$ cat config.mk
export PLATFORM = sky130hd
export DESIGN_NAME = sorted_unique_key_set_top
export DESIGN_NICKNAME = d
export VERILOG_FILES = /design/src/hdl/sukset_pkg.sv /design/src/hdl/sorted_unique_key_set_top.sv /design/src/hdl/sukset_cell.sv /design/src/hdl/sukset_ctrl.sv
export VERILOG_INCLUDE_DIRS = /design/src /design/src/hdl
export SDC_FILE = /design/constraint.sdc
export NUM_CORES = 2
export LEC_CHECK = 0
export BUFFER_PORTS_ARGS = -buffer_cell sky130_fd_sc_hd__buf_2
export CAP_MARGIN = 20
export CORE_AREA = 2 2 254 319
export DETAILED_ROUTE_END_ITERATION = 8
export DIE_AREA = 0 0 256 321
export GPL_TIMING_DRIVEN = 0
export PLACE_DENSITY = 0.76
export SYNTH_ARGS = -nofsm -noshare
export SYNTH_HDL_FRONTEND = slang
export SYNTH_SLANG_ARGS = --single-unit
$ cat constraint.sdc
create_clock -name clk -period 6.55 [get_ports clk]
set_input_delay 0.9825 -clock clk [delete_from_list [all_inputs] [get_ports clk]]
set_output_delay 0.9825 -clock clk [all_outputs]
set_load 0.02 [all_outputs]
$ cat src/hdl/assert_macros.svh
// Assertion helpers for the RTL, included by the controller. Empty under synthesis.
`ifndef ASSERT_MACROS_SVH
`define ASSERT_MACROS_SVH

`ifndef SYNTHESIS
`define AST_IMPL(lbl, clk, rstn, ante, cons, msg) \
  lbl: assert property (@(posedge clk) disable iff (!rstn) (ante) |-> (cons)) else $error(msg);
`define AST_NEXT(lbl, clk, rstn, ante, cons, msg) \
  lbl: assert property (@(posedge clk) disable iff (!rstn) (ante) |=> (cons)) else $error(msg);
`else
`define AST_IMPL(lbl, clk, rstn, ante, cons, msg)
`define AST_NEXT(lbl, clk, rstn, ante, cons, msg)
`endif

`endif

$ cat src/hdl/sukset_pkg.sv
package sukset_pkg;

  localparam int KEY_W   = 32;
  localparam int OP_W    = 2;
  localparam int STAT_W  = 3;
  localparam int COUNT_W = 5;

  typedef enum logic [OP_W-1:0] {
    OP_INSERT,
    OP_DELETE,
    OP_SEARCH,
    OP_LIST
  } opcode_t;

  typedef enum logic [STAT_W-1:0] {
    STAT_OK,
    STAT_DUP,
    STAT_NOTFOUND,
    STAT_FULL,
    STAT_EMPTY
  } status_t;

  typedef enum logic [1:0] {
    CELL_HOLD,
    CELL_INS,
    CELL_DEL,
    CELL_ROT
  } cell_act_t;

  typedef struct packed {
    cell_act_t               act;
    logic signed [KEY_W-1:0] key;
  } cell_cmd_t;

  typedef enum logic {
    CTRL_IDLE,
    CTRL_LIST
  } ctrl_state_t;

endpackage

$ cat src/hdl/sorted_unique_key_set_top.sv
// Sorted set of up to CAPACITY distinct signed 32-bit keys, held in a chain of cells,
// each cell comparing its key with the request in parallel. A request is taken when
// start is high and busy is low. Insert, delete and search give one result in the
// cycle after the request and busy stays low, so a request may follow every cycle.
// List of n keys raises busy during the list state and gives n results on consecutive
// cycles, each registered from the head cell as the chain rotates one place per cycle;
// an empty list gives one result in the next cycle. Results are strobed by out_valid
// for a single cycle and cannot be held off by the receiver.
module sorted_unique_key_set_top #(
  parameter int CAPACITY = 16
) (
  input  logic                                clk,
  input  logic                                rst_n,
  input  logic                                start,
  output logic                                busy,
  input  logic [sukset_pkg::OP_W-1:0]         in_opcode,
  input  logic signed [sukset_pkg::KEY_W-1:0] in_key,
  output logic                                out_valid,
  output logic [sukset_pkg::STAT_W-1:0]       out_status,
  output logic signed [sukset_pkg::KEY_W-1:0] out_key,
  output logic                                out_last,
  output logic [sukset_pkg::COUNT_W-1:0]      out_count
);

  localparam int CW = $clog2(CAPACITY + 1);

  sukset_pkg::cell_cmd_t               cmd;
  logic [CW-1:0]                       count;
  logic signed [sukset_pkg::KEY_W-1:0] key_w [CAPACITY];
  logic [CAPACITY-1:0]                 less_w;
  logic [CAPACITY-1:0]                 hit_w;

  for (genvar i = 0; i < CAPACITY; i++) begin : g_cell
    localparam int P = (i == 0) ? 0 : i - 1;
    localparam int N = (i == CAPACITY - 1) ? i : i + 1;

    sukset_cell #(
      .CW  (CW),
      .IDX (i)
    ) u_cell (
      .clk       (clk),
      .cmd       (cmd),
      .count     (count),
      .prev_key  (key_w[P]),
      .prev_less ((i == 0) ? 1'b1 : less_w[P]),
      .next_key  (key_w[N]),
      .head_key  (key_w[0]),
      .key_o     (key_w[i]),
      .less_o    (less_w[i]),
      .hit_o     (hit_w[i])
    );
  end

  sukset_ctrl #(
    .CAPACITY (CAPACITY),
    .CW       (CW)
  ) u_ctrl (
    .clk        (clk),
    .rst_n      (rst_n),
    .start      (start),
    .busy       (busy),
    .in_opcode  (in_opcode),
    .in_key     (in_key),
    .hit        (|hit_w),
    .head_key   (key_w[0]),
    .cmd        (cmd),
    .count      (count),
    .out_valid  (out_valid),
    .out_status (out_status),
    .out_key    (out_key),
    .out_last   (out_last),
    .out_count  (out_count)
  );

endmodule

$ cat src/hdl/sukset_cell.sv
module sukset_cell #(
  parameter int CW  = 5,
  parameter int IDX = 0
) (
  input  logic                               clk,
  input  sukset_pkg::cell_cmd_t              cmd,
  input  logic [CW-1:0]                      count,
  input  logic signed [sukset_pkg::KEY_W-1:0] prev_key,
  input  logic                               prev_less,
  input  logic signed [sukset_pkg::KEY_W-1:0] next_key,
  input  logic signed [sukset_pkg::KEY_W-1:0] head_key,
  output logic signed [sukset_pkg::KEY_W-1:0] key_o,
  output logic                               less_o,
  output logic                               hit_o
);

  logic signed [sukset_pkg::KEY_W-1:0] key_r;
  logic signed [sukset_pkg::KEY_W-1:0] key_nxt;
  logic                                valid;
  logic                                next_valid;

  // occupancy is a prefix of the chain, so it follows from the count
  assign valid      = count > CW'(IDX);
  assign next_valid = count > CW'(IDX + 1);

  assign less_o = valid && (key_r < cmd.key);
  assign hit_o  = valid && (key_r == cmd.key);
  assign key_o  = key_r;

  always_comb begin
    key_nxt = key_r;
    case (cmd.act)
      sukset_pkg::CELL_INS: begin
        // cells at or above the insertion point move up one place
        if (!less_o) begin
          key_nxt = prev_less ? cmd.key : prev_key;
        end
      end
      sukset_pkg::CELL_DEL: begin
        if (valid && !less_o) begin
          key_nxt = next_key;
        end
      end
      sukset_pkg::CELL_ROT: begin
        // rotate the occupied prefix; the tail picks up the head
        if (valid) begin
          key_nxt = next_valid ? next_key : head_key;
        end
      end
      default: key_nxt = key_r;
    endcase
  end

  always_ff @(posedge clk) begin
    key_r <= key_nxt;
  end

endmodule

$ cat src/hdl/sukset_ctrl.sv
`include "assert_macros.svh"

module sukset_ctrl #(
  parameter int CAPACITY = 16,
  parameter int CW       = 5
) (
  input  logic                                clk,
  input  logic                                rst_n,
  input  logic                                start,
  output logic                                busy,
  input  logic [sukset_pkg::OP_W-1:0]         in_opcode,
  input  logic signed [sukset_pkg::KEY_W-1:0] in_key,
  input  logic                                hit,
  input  logic signed [sukset_pkg::KEY_W-1:0] head_key,
  output sukset_pkg::cell_cmd_t               cmd,
  output logic [CW-1:0]                       count,
  output logic                                out_valid,
  output logic [sukset_pkg::STAT_W-1:0]       out_status,
  output logic signed [sukset_pkg::KEY_W-1:0] out_key,
  output logic                                out_last,
  output logic [sukset_pkg::COUNT_W-1:0]      out_count
);

  sukset_pkg::ctrl_state_t state_r, state_nxt;
  sukset_pkg::opcode_t     op;

  logic [CW-1:0] count_r, count_nxt;
  logic [CW-1:0] left_r, left_nxt;
  logic          accept;
  logic          full;
  logic          empty;

  logic                                out_valid_r, out_valid_nxt;
  sukset_pkg::status_t                 out_status_r, out_status_nxt;
  logic signed [sukset_pkg::KEY_W-1:0] out_key_r, out_key_nxt;
  logic                                out_last_r, out_last_nxt;
  logic [sukset_pkg::COUNT_W-1:0]      out_count_r, out_count_nxt;

  assign op     = sukset_pkg::opcode_t'(in_opcode);
  assign busy   = (state_r != sukset_pkg::CTRL_IDLE);
  assign accept = start && !busy;
  assign full   = (count_r == CW'(CAPACITY));
  assign empty  = (count_r == '0);
  assign count  = count_r;

  // next state
  always_comb begin
    state_nxt = state_r;
    case (state_r)
      sukset_pkg::CTRL_IDLE: begin
        if (accept && op == sukset_pkg::OP_LIST && !empty) begin
          state_nxt = sukset_pkg::CTRL_LIST;
        end
      end
      sukset_pkg::CTRL_LIST: begin
        if (left_r == CW'(1)) begin
          state_nxt = sukset_pkg::CTRL_IDLE;
        end
      end
      default: state_nxt = sukset_pkg::CTRL_IDLE;
    endcase
  end

  // cell command, counters and result
  always_comb begin
    cmd.act        = sukset_pkg::CELL_HOLD;
    cmd.key        = in_key;
    count_nxt      = count_r;
    left_nxt       = left_r;
    out_valid_nxt  = 1'b0;
    out_status_nxt = sukset_pkg::STAT_OK;
    out_key_nxt    = in_key;
    out_last_nxt   = 1'b1;
    case (state_r)
      sukset_pkg::CTRL_IDLE: begin
        if (accept) begin
          out_valid_nxt = 1'b1;
          case (op)
            sukset_pkg::OP_INSERT: begin
              if (hit) begin
                out_status_nxt = sukset_pkg::STAT_DUP;
              end else if (full) begin
                out_status_nxt = sukset_pkg::STAT_FULL;
              end else begin
                cmd.act   = sukset_pkg::CELL_INS;
                count_nxt = count_r + CW'(1);
              end
            end
            sukset_pkg::OP_DELETE: begin
              if (hit) begin
                cmd.act   = sukset_pkg::CELL_DEL;
                count_nxt = count_r - CW'(1);
              end else begin
                out_status_nxt = sukset_pkg::STAT_NOTFOUND;
              end
            end
            sukset_pkg::OP_SEARCH: begin
              out_status_nxt = hit ? sukset_pkg::STAT_OK : sukset_pkg::STAT_NOTFOUND;
            end
            sukset_pkg::OP_LIST: begin
              if (empty) begin
                out_status_nxt = sukset_pkg::STAT_EMPTY;
                out_key_nxt    = '0;
              end else begin
                out_valid_nxt = 1'b0;
                left_nxt      = count_r;
              end
            end
            default: out_valid_nxt = 1'b0;
          endcase
        end
      end
      sukset_pkg::CTRL_LIST: begin
        cmd.act       = sukset_pkg::CELL_ROT;
        out_valid_nxt = 1'b1;
        out_key_nxt   = head_key;
        out_last_nxt  = (left_r == CW'(1));
        left_nxt      = left_r - CW'(1);
      end
      default: cmd.act = sukset_pkg::CELL_HOLD;
    endcase
    out_count_nxt = sukset_pkg::COUNT_W'(count_nxt);
  end

  always_ff @(posedge clk) begin
    if (!rst_n) begin
      state_r     <= sukset_pkg::CTRL_IDLE;
      count_r     <= '0;
      left_r      <= '0;
      out_valid_r <= 1'b0;
    end else begin
      state_r     <= state_nxt;
      count_r     <= count_nxt;
      left_r      <= left_nxt;
      out_valid_r <= out_valid_nxt;
    end
  end

  always_ff @(posedge clk) begin
    out_status_r <= out_status_nxt;
    out_key_r    <= out_key_nxt;
    out_last_r   <= out_last_nxt;
    out_count_r  <= out_count_nxt;
  end

  assign out_valid  = out_valid_r;
  assign out_status = out_status_r;
  assign out_key    = out_key_r;
  assign out_last   = out_last_r;
  assign out_count  = out_count_r;

  `AST_IMPL(a_count_bound, clk, rst_n, 1'b1, count_r <= CW'(CAPACITY), "count above capacity")
  `AST_NEXT(a_list_emits, clk, rst_n, state_r == sukset_pkg::CTRL_LIST, out_valid_r, "list cycle without result")
  `AST_NEXT(a_ins_count, clk, rst_n, cmd.act == sukset_pkg::CELL_INS, count_r == $past(count_r) + CW'(1), "insert did not grow count")
  `AST_IMPL(a_rot_stable, clk, rst_n, state_r == sukset_pkg::CTRL_LIST, count_nxt == count_r, "count moved during list")

endmodule
Word level (Yosys, flattened, before mapping)
Index checks and enable logic that the tools add are counted.

Multiplexer cells: 126. Reduce and logical (&&, ||, !) cells: 91. Add/subtract/negate cells: 3. Bitwise gates (word level): 2. Order comparisons: 33. Eq/ne operators: 75.

Operators with widths (count): 2-to-1 mux 32 bit (81); one-hot mux 32 bit (3 select lines) (15); == test 32 bit (16); < comparator 32 bit (16); one-hot mux 32 bit (2 select lines) (2); inequality test 2 x 1 -> 1 bit, second input constant (33); AND reduction 4 bit (15); logical AND 1 bit (50); > comparator 5 x 4 -> 1 bit, second input constant (8); 2-to-1 mux 5 bit (8); inequality test 2 bit, second input constant (18); > comparator 5 x 3 -> 1 bit, second input constant (4); one-hot mux 5 bit (2 select lines) (2); zero test 1 bit (17); OR reduction 16 bit (1); > comparator 5 x 1 -> 1 bit, second input constant (2); > comparator 5 x 2 -> 1 bit, second input constant (2); 2-to-1 mux 2 bit (5); subtractor 5 x 1 -> 5 bit, second input constant (2); one-hot mux 3 bit (3 select lines) (1); == test 2 bit, second input constant (4); one-hot mux 2 bit (2 select lines) (2); 2-to-1 mux 1 bit (6); 2-to-1 mux 3 bit (2); 14 further kinds (18).

Word-level logic and storage cells: 354. Flip-flop bits (word level): 565. Input port bits: 37.

Longest topological paths before layout
Depth in word-level cells: 10. Depth in mapped cells: 15.

Hierarchy
Synthesis repeated with hierarchy kept, for this count alone.

Cell total of the unflattened synthesis: 5073. Area total of the unflattened synthesis: 47882.2 um2.

Modules (own cells, without submodules): sukset_cell at g_cell[5].u_cell (times used 1, cells an instance 303, seq. area each 960.9 um2, area an instance 2939.1 um2); sukset_cell at g_cell[12].u_cell (times used 1, cells an instance 305, seq. area each 960.9 um2, area an instance 2927.8 um2); sukset_cell at g_cell[9].u_cell (times used 1, cells an instance 309, seq. area each 960.9 um2, area an instance 2880.3 um2); sukset_cell at g_cell[1].u_cell (times used 1, cells an instance 310, seq. area each 960.9 um2, area an instance 2861.5 um2); sukset_cell at g_cell[8].u_cell (times used 1, cells an instance 308, seq. area each 960.9 um2, area an instance 2845.2 um2); sukset_cell at g_cell[7].u_cell (times used 1, cells an instance 307, seq. area each 960.9 um2, area an instance 2842.7 um2); sukset_cell at g_cell[11].u_cell (times used 1, cells an instance 303, seq. area each 960.9 um2, area an instance 2839.0 um2); sukset_cell at g_cell[0].u_cell (times used 1, cells an instance 304, seq. area each 960.9 um2, area an instance 2835.2 um2); sukset_cell at g_cell[3].u_cell (times used 1, cells an instance 307, seq. area each 960.9 um2, area an instance 2835.2 um2); sukset_cell at g_cell[2].u_cell (times used 1, cells an instance 298, seq. area each 960.9 um2, area an instance 2834.0 um2); sukset_cell at g_cell[10].u_cell (times used 1, cells an instance 300, seq. area each 960.9 um2, area an instance 2831.5 um2); sukset_cell at g_cell[15].u_cell (times used 1, cells an instance 299, seq. area each 960.9 um2, area an instance 2826.5 um2); sukset_cell at g_cell[4].u_cell (times used 1, cells an instance 300, seq. area each 960.9 um2, area an instance 2825.2 um2); sukset_cell at g_cell[13].u_cell (times used 1, cells an instance 299, seq. area each 960.9 um2, area an instance 2821.5 um2); 4 more rows.

Worst setup path before layout
No wires, ideal clock.

Path type: input port to flip-flop. Start: input port in_key[13] (netlist name). End: register g_cell[7].u_cell.key_r, in the netlist g_cell[7].u_cell.key_o[0] (enable). Setup time: 466 ps. Stages on the path: 10. Setup slack: 545 ps. Arrival: 5539 ps. Buffers on the path: 1. Cells stage by stage: inv_1 > ha_1 > a21o_1 > a21o_1 > a221o_1 > a2111oi_0 > o21ai_1 > mux2i_2 > buf_2 > o21ai_0.

Word-level cells in the longest chain between the ends: 10. Elaborated cells on any way between the ends: 50. Classes of those cells: order compare (1); eq/ne (22); mux (5); reduce/logical (22).

RTL lines: start: declaration (RTL line sorted_unique_key_set_top.sv:17) `input logic signed [sukset_pkg::KEY_W-1:0] in_key,`; == test 32 bit (RTL line sukset_cell.sv:27) `assign hit_o = valid && (key_r == cmd.key);`; logical AND 1 bit (RTL line sukset_cell.sv:27); OR reduction 16 bit (RTL line sorted_unique_key_set_top.sv:64) `.hit (|hit_w),`; 2-to-1 mux 2 bit (on tied branches) (RTL line sukset_ctrl.sv:80, sukset_ctrl.sv:90); one-hot mux 2 bit (2 select lines) (RTL line sukset_ctrl.sv:78) `case (op)`; 2-to-1 mux 2 bit (RTL line sukset_ctrl.sv:76) `if (accept) begin`; one-hot mux 2 bit (2 select lines) (RTL line sukset_ctrl.sv:74) `case (state_r)`; == test 2 bit or == test 2 x 1 -> 1 bit (tied branches) (RTL line sukset_cell.sv:32) `case (cmd.act)`; inequality test 2 x 1 -> 1 bit (no source line) (tied with other cells); AND reduction 4 bit (no source line) (*); end signal: assignment (RTL line sukset_cell.sv:55) `key_r <= key_nxt;`; end: declaration (RTL line sukset_cell.sv:17) `logic signed [sukset_pkg::KEY_W-1:0] key_r;`.

Mark *: on every way between the ends. The rest lies on a longest branch, timed or not. A chain may end at the register's enable or synchronous reset.

Worst setup path after layout
Start: input port in_key[13] (netlist name). End: register g_cell[1].u_cell.key_r, in the netlist g_cell[1].u_cell.key_o[17] (enable).

Word-level cells in the longest chain between the ends: 10. Elaborated cells on any way between the ends: 50. Classes of those cells: order compare (1); eq/ne (22); mux (5); reduce/logical (22).

RTL lines (RTL line): == test 32 bit (sukset_cell.sv:27); logical AND 1 bit (sukset_cell.sv:27); OR reduction 16 bit (sorted_unique_key_set_top.sv:64); 2-to-1 mux 2 bit (on tied branches) (sukset_ctrl.sv:80, sukset_ctrl.sv:90); one-hot mux 2 bit (2 select lines) (sukset_ctrl.sv:78); 2-to-1 mux 2 bit (sukset_ctrl.sv:76); one-hot mux 2 bit (2 select lines) (sukset_ctrl.sv:74); == test 2 bit or == test 2 x 1 -> 1 bit (tied branches) (sukset_cell.sv:32); inequality test 2 x 1 -> 1 bit (no source line) (tied with other cells); AND reduction 4 bit (no source line) (*); end signal: assignment (sukset_cell.sv:55); end: declaration (sukset_cell.sv:17).

Marks and branches as above.

==> impl_metrics.yaml <==
pwr:
  p_sw_share_pct: 27.96
  power_density_nw_per_um2: 170.5
  intPower_mw: 6.375
  pwr-share-seq_pct: 45.3
  vdd_ir_drop_max_uv: 180.0
  clockPowerShare_pct: 43.5
  combPwrFrac_pct: 11.2
  p_sw_mw: 2.474
  p_leak_nw: 22.20
synth:
  async_reset_ff_share_pct: 0
  synth_top_cell_by_area: "edfxtp_1"
  syn_area_um2: 47050
  synth_seq_cells: 565
  syn_area_per_cell_um2: 9.258
  synthFlopType: "edfxtp_1"
  synthCells: 5082
  synth.most_common_cell: "nand2_1"
  yosysUniqueCellTypes: 73
  yosys_warnings: 0
  synthTopCellsByCount: "1052 x nand2_1, 523 x ha_1, 512 x edfxtp_1"
  syn_nets: 5642
  synth_edf_count: 512
  ys_seq_area_share_pct: 34.93
  synth_top_cell_area_share_pct: 32.68
  synth_area_leaders: "edfxtp_1 33%, ha_1 14%, mux2i_1 10%, nand2_1 8.4%, a22oi_1 7.0%"
sta:
  skew_ns: 0.02743
  slew_viol_final: 0
  timing.hold.ws_ns: 0.5281
  fmax_mhz: 144.4
  tns_ns: -8.438
  fin_crit_sh_pct: 105.7
  fin_crit_ns: 6.923
  slew_headroom_pct: 11.93
  rsz0062_at_grt: "no"
  worstMarginPinSlew_ns: 1.321
  setup_viol: 32
  timing.final.ws_setup_ns: -0.3734
  hold_violations: 0
grt:
  grt_pass1_vias: 43920
  gr-usage-all-layers_pct: 55.25
  grt_pass1_wl_um: 324900
  grtUsageMet3_pct: 18.97
  met2_usage_pct: 78.58
  antenna_found_initial: 7
  grt.overflow.total: 0
  busiest_layer: "met2"
  grt_max_degree: 33
  met1_usage_pct: 64.27
layout:
  areaGrowthSynthToFinish_pct: 10.33
  regArea_um2: 16440
  layout-drive-gt1-share_pct: 8.693
  fill_cells: 6821
  nNetsFinal: 5840
  multi_input_area_um2: 28840
min_path:
  hold_path.class: "flip-flop to flip-flop"
worst_setup_path:
  required_ns: 6.91
  worst_ep_arrival_time_ns: 7.28
  critPathLaunchType: "input port"
  cp_max_fo: 18
  crit_top_cell: "a21o_1"
  endpoint_kind: "flip-flop"
  cp_cell_sequence: "buf_2 > clkinvlp_4 > ha_1 > a21o_1 > a21o_1 > a21o_1 > a211oi_1 > o211ai_1 > a31oi_1 > mux2i_2 > clkbuf_2 > a21oi_1 > a21oi_4 > buf_12"
  critPathKind: "input port to flip-flop"
  cp_slowest_cell: "a21oi_4"
  cp_slowest_stage_delay_ns: 0.77
place:
  dp_slack_ns: -0.8765
  gp_congestion: 1.086
  io_buffers: 79
  dp_hpwl_um: 176500
detailed_routing:
  drt-initial-drc-count: 8776
  firstDrtPassIters: 9
  antenna_left: 0
  drt-vias-per-instance: 7.491
  remaining_drc_errors: 28
  num_vias: 47950
  wl_per_cell_um: 36.35
  wirelength_um: 232600
floorplanning:
  start_util_pct: 59.26
  core_area_um2: 79390
  die_h_um: 321
  die-area_um2: 82180
  die_x_um: 256
  num_rows: 116
  num_io_pins: 80
status:
  outcome: "complete, but fails checks"
  violations: "DRC, setup timing"
clock_network:
  clkSinkCount: 565
  cts_buffers: 67
  clk_path_buf_depth: 3
  postCtsSetupRepairBufs: 0
  htree_levels: 3
  cts_tree: "yes"
  root_buffer: "clkbuf_16"
  clk_latency_ns: 0.67
  holdBufCountCts: 0
  cts.clk_slew.worst_paths_ns: 0.06
job:
  cap_violations: 0
critical path: cells and delay by family:
family,cells,cell delay (ns)
compound gates,8,3.04
mux,1,0.74
fa+ha+maj,1,0.56
buf+inv,4,1.89
routing by layer:
layer,vias to the layer above,wire length [µm],part of all wire (%)
met4,6,29610,13
met2,4623,92720,40
met3,1346,33540,14
li1,19600,-,-
met5,-,130,0.056
met1,22370,76630,33
power by group through the flow:
stage / combinational (mW) / sequential [mW] / clock [mW]
CTS: 0.926 / 4.00 / 3.76
global route: 1.04 / 4.01 / 3.89
global placement: 0.879 / 4.08 / 0
detailed placement: 0.919 / 4.08 / 0
floorplan: 0.524 / 4.08 / 0
finish: 0.989 / 4.01 / 3.85
final timing paths:
path,startpoint,end,slack [ns],depth (start not counted)
worst max-delay path,in_key[13],g_cell[1].u_cell.key_o[17],-0.37,14
worst min-delay path,u_ctrl.left_r[2],u_ctrl.out_last,0.53,1
worst max register to register,u_ctrl.count[1],g_cell[6].u_cell.key_o[4],0.32,14
worst min register to register,u_ctrl.left_r[2],u_ctrl.out_last,0.53,1
per-stage QoR:
stage	instance area (µm²)	std cells	util, %	power, mW
after floorplan	47050	5082	-	4.603
after global routing	51880	6389	65.35	8.937
after global placement	48770	6223	61.44	4.961
after CTS	51620	6370	65.02	8.688
final	51910	6400	65.39	8.849
after detailed placement	49540	6255	62.40	4.998
registers in the layout, summed over array words and instances, names as in the netlist:
name and flops:
u_ctrl.out_key 32, u_ctrl.count 5, u_ctrl.out_valid 1, u_ctrl.left_r 5, u_ctrl.busy 1, u_ctrl.out_status 3
g_cell.u_cell.key_o 512, u_ctrl.out_last 1, u_ctrl.out_count 5
layout make-up:
class                      count  share of cell area, %
antenna                       12                0.05785
buffer                       376                  3.297
clock buffer                  84                  3.553
clock inverter                31                 0.4387
inverter                      73                 0.5351
multi-input combinational   4068                  55.56
sequential                   565                  31.66
tap                         1062                  2.560
timing repair buffer         129                  2.335
cells in the final DEF, fill, tap and decap left out, types with 10 or more instances in the layout:
master and instances:
buf_6 38, clkbuf_16 70, and2_1 10, o31ai_1 36
nor3_1 16, nor2b_1 23, ha_1 523, o211ai_1 17
o21a_1 37, clkinv_1 13, buf_8 16, mux2i_1 490
clkinv_2 12, nand3_1 38, o21ai_0 260, a31oi_1 13
o21ai_1 297, nor4_1 17, dfxtp_1 53, inv_1 71
nand2b_1 11, a211oi_1 14, diode_2 12, buf_1 33
buf_16 12, edfxtp_1 512, nand4_1 113, nor2_1 59
buf_2 129, a21oi_4 10, a21oi_1 149, clkbuf_1 273
a22oi_1 439, mux2_2 125, a21o_1 189, or3_1 12
nand2_1 1052
kinds of logic (layout without fill, tap and decap cells):
family	after synthesis	in the layout	share of synthesized area, %
compound gates	1524	1524	20.63
fa+ha+maj	523	523	13.91
simple gates	1403	1403	12.82
mux	618	618	13.49
other cells	0	12	0
flops	565	565	34.93
buf+inv	449	693	4.215
timing repair:
item | CTS | global route
pin swaps | 0 | 0
resized for setup | 3 | 1
setup endpoints to repair | 32 | 103
Power figures use the tool's default switching activity.
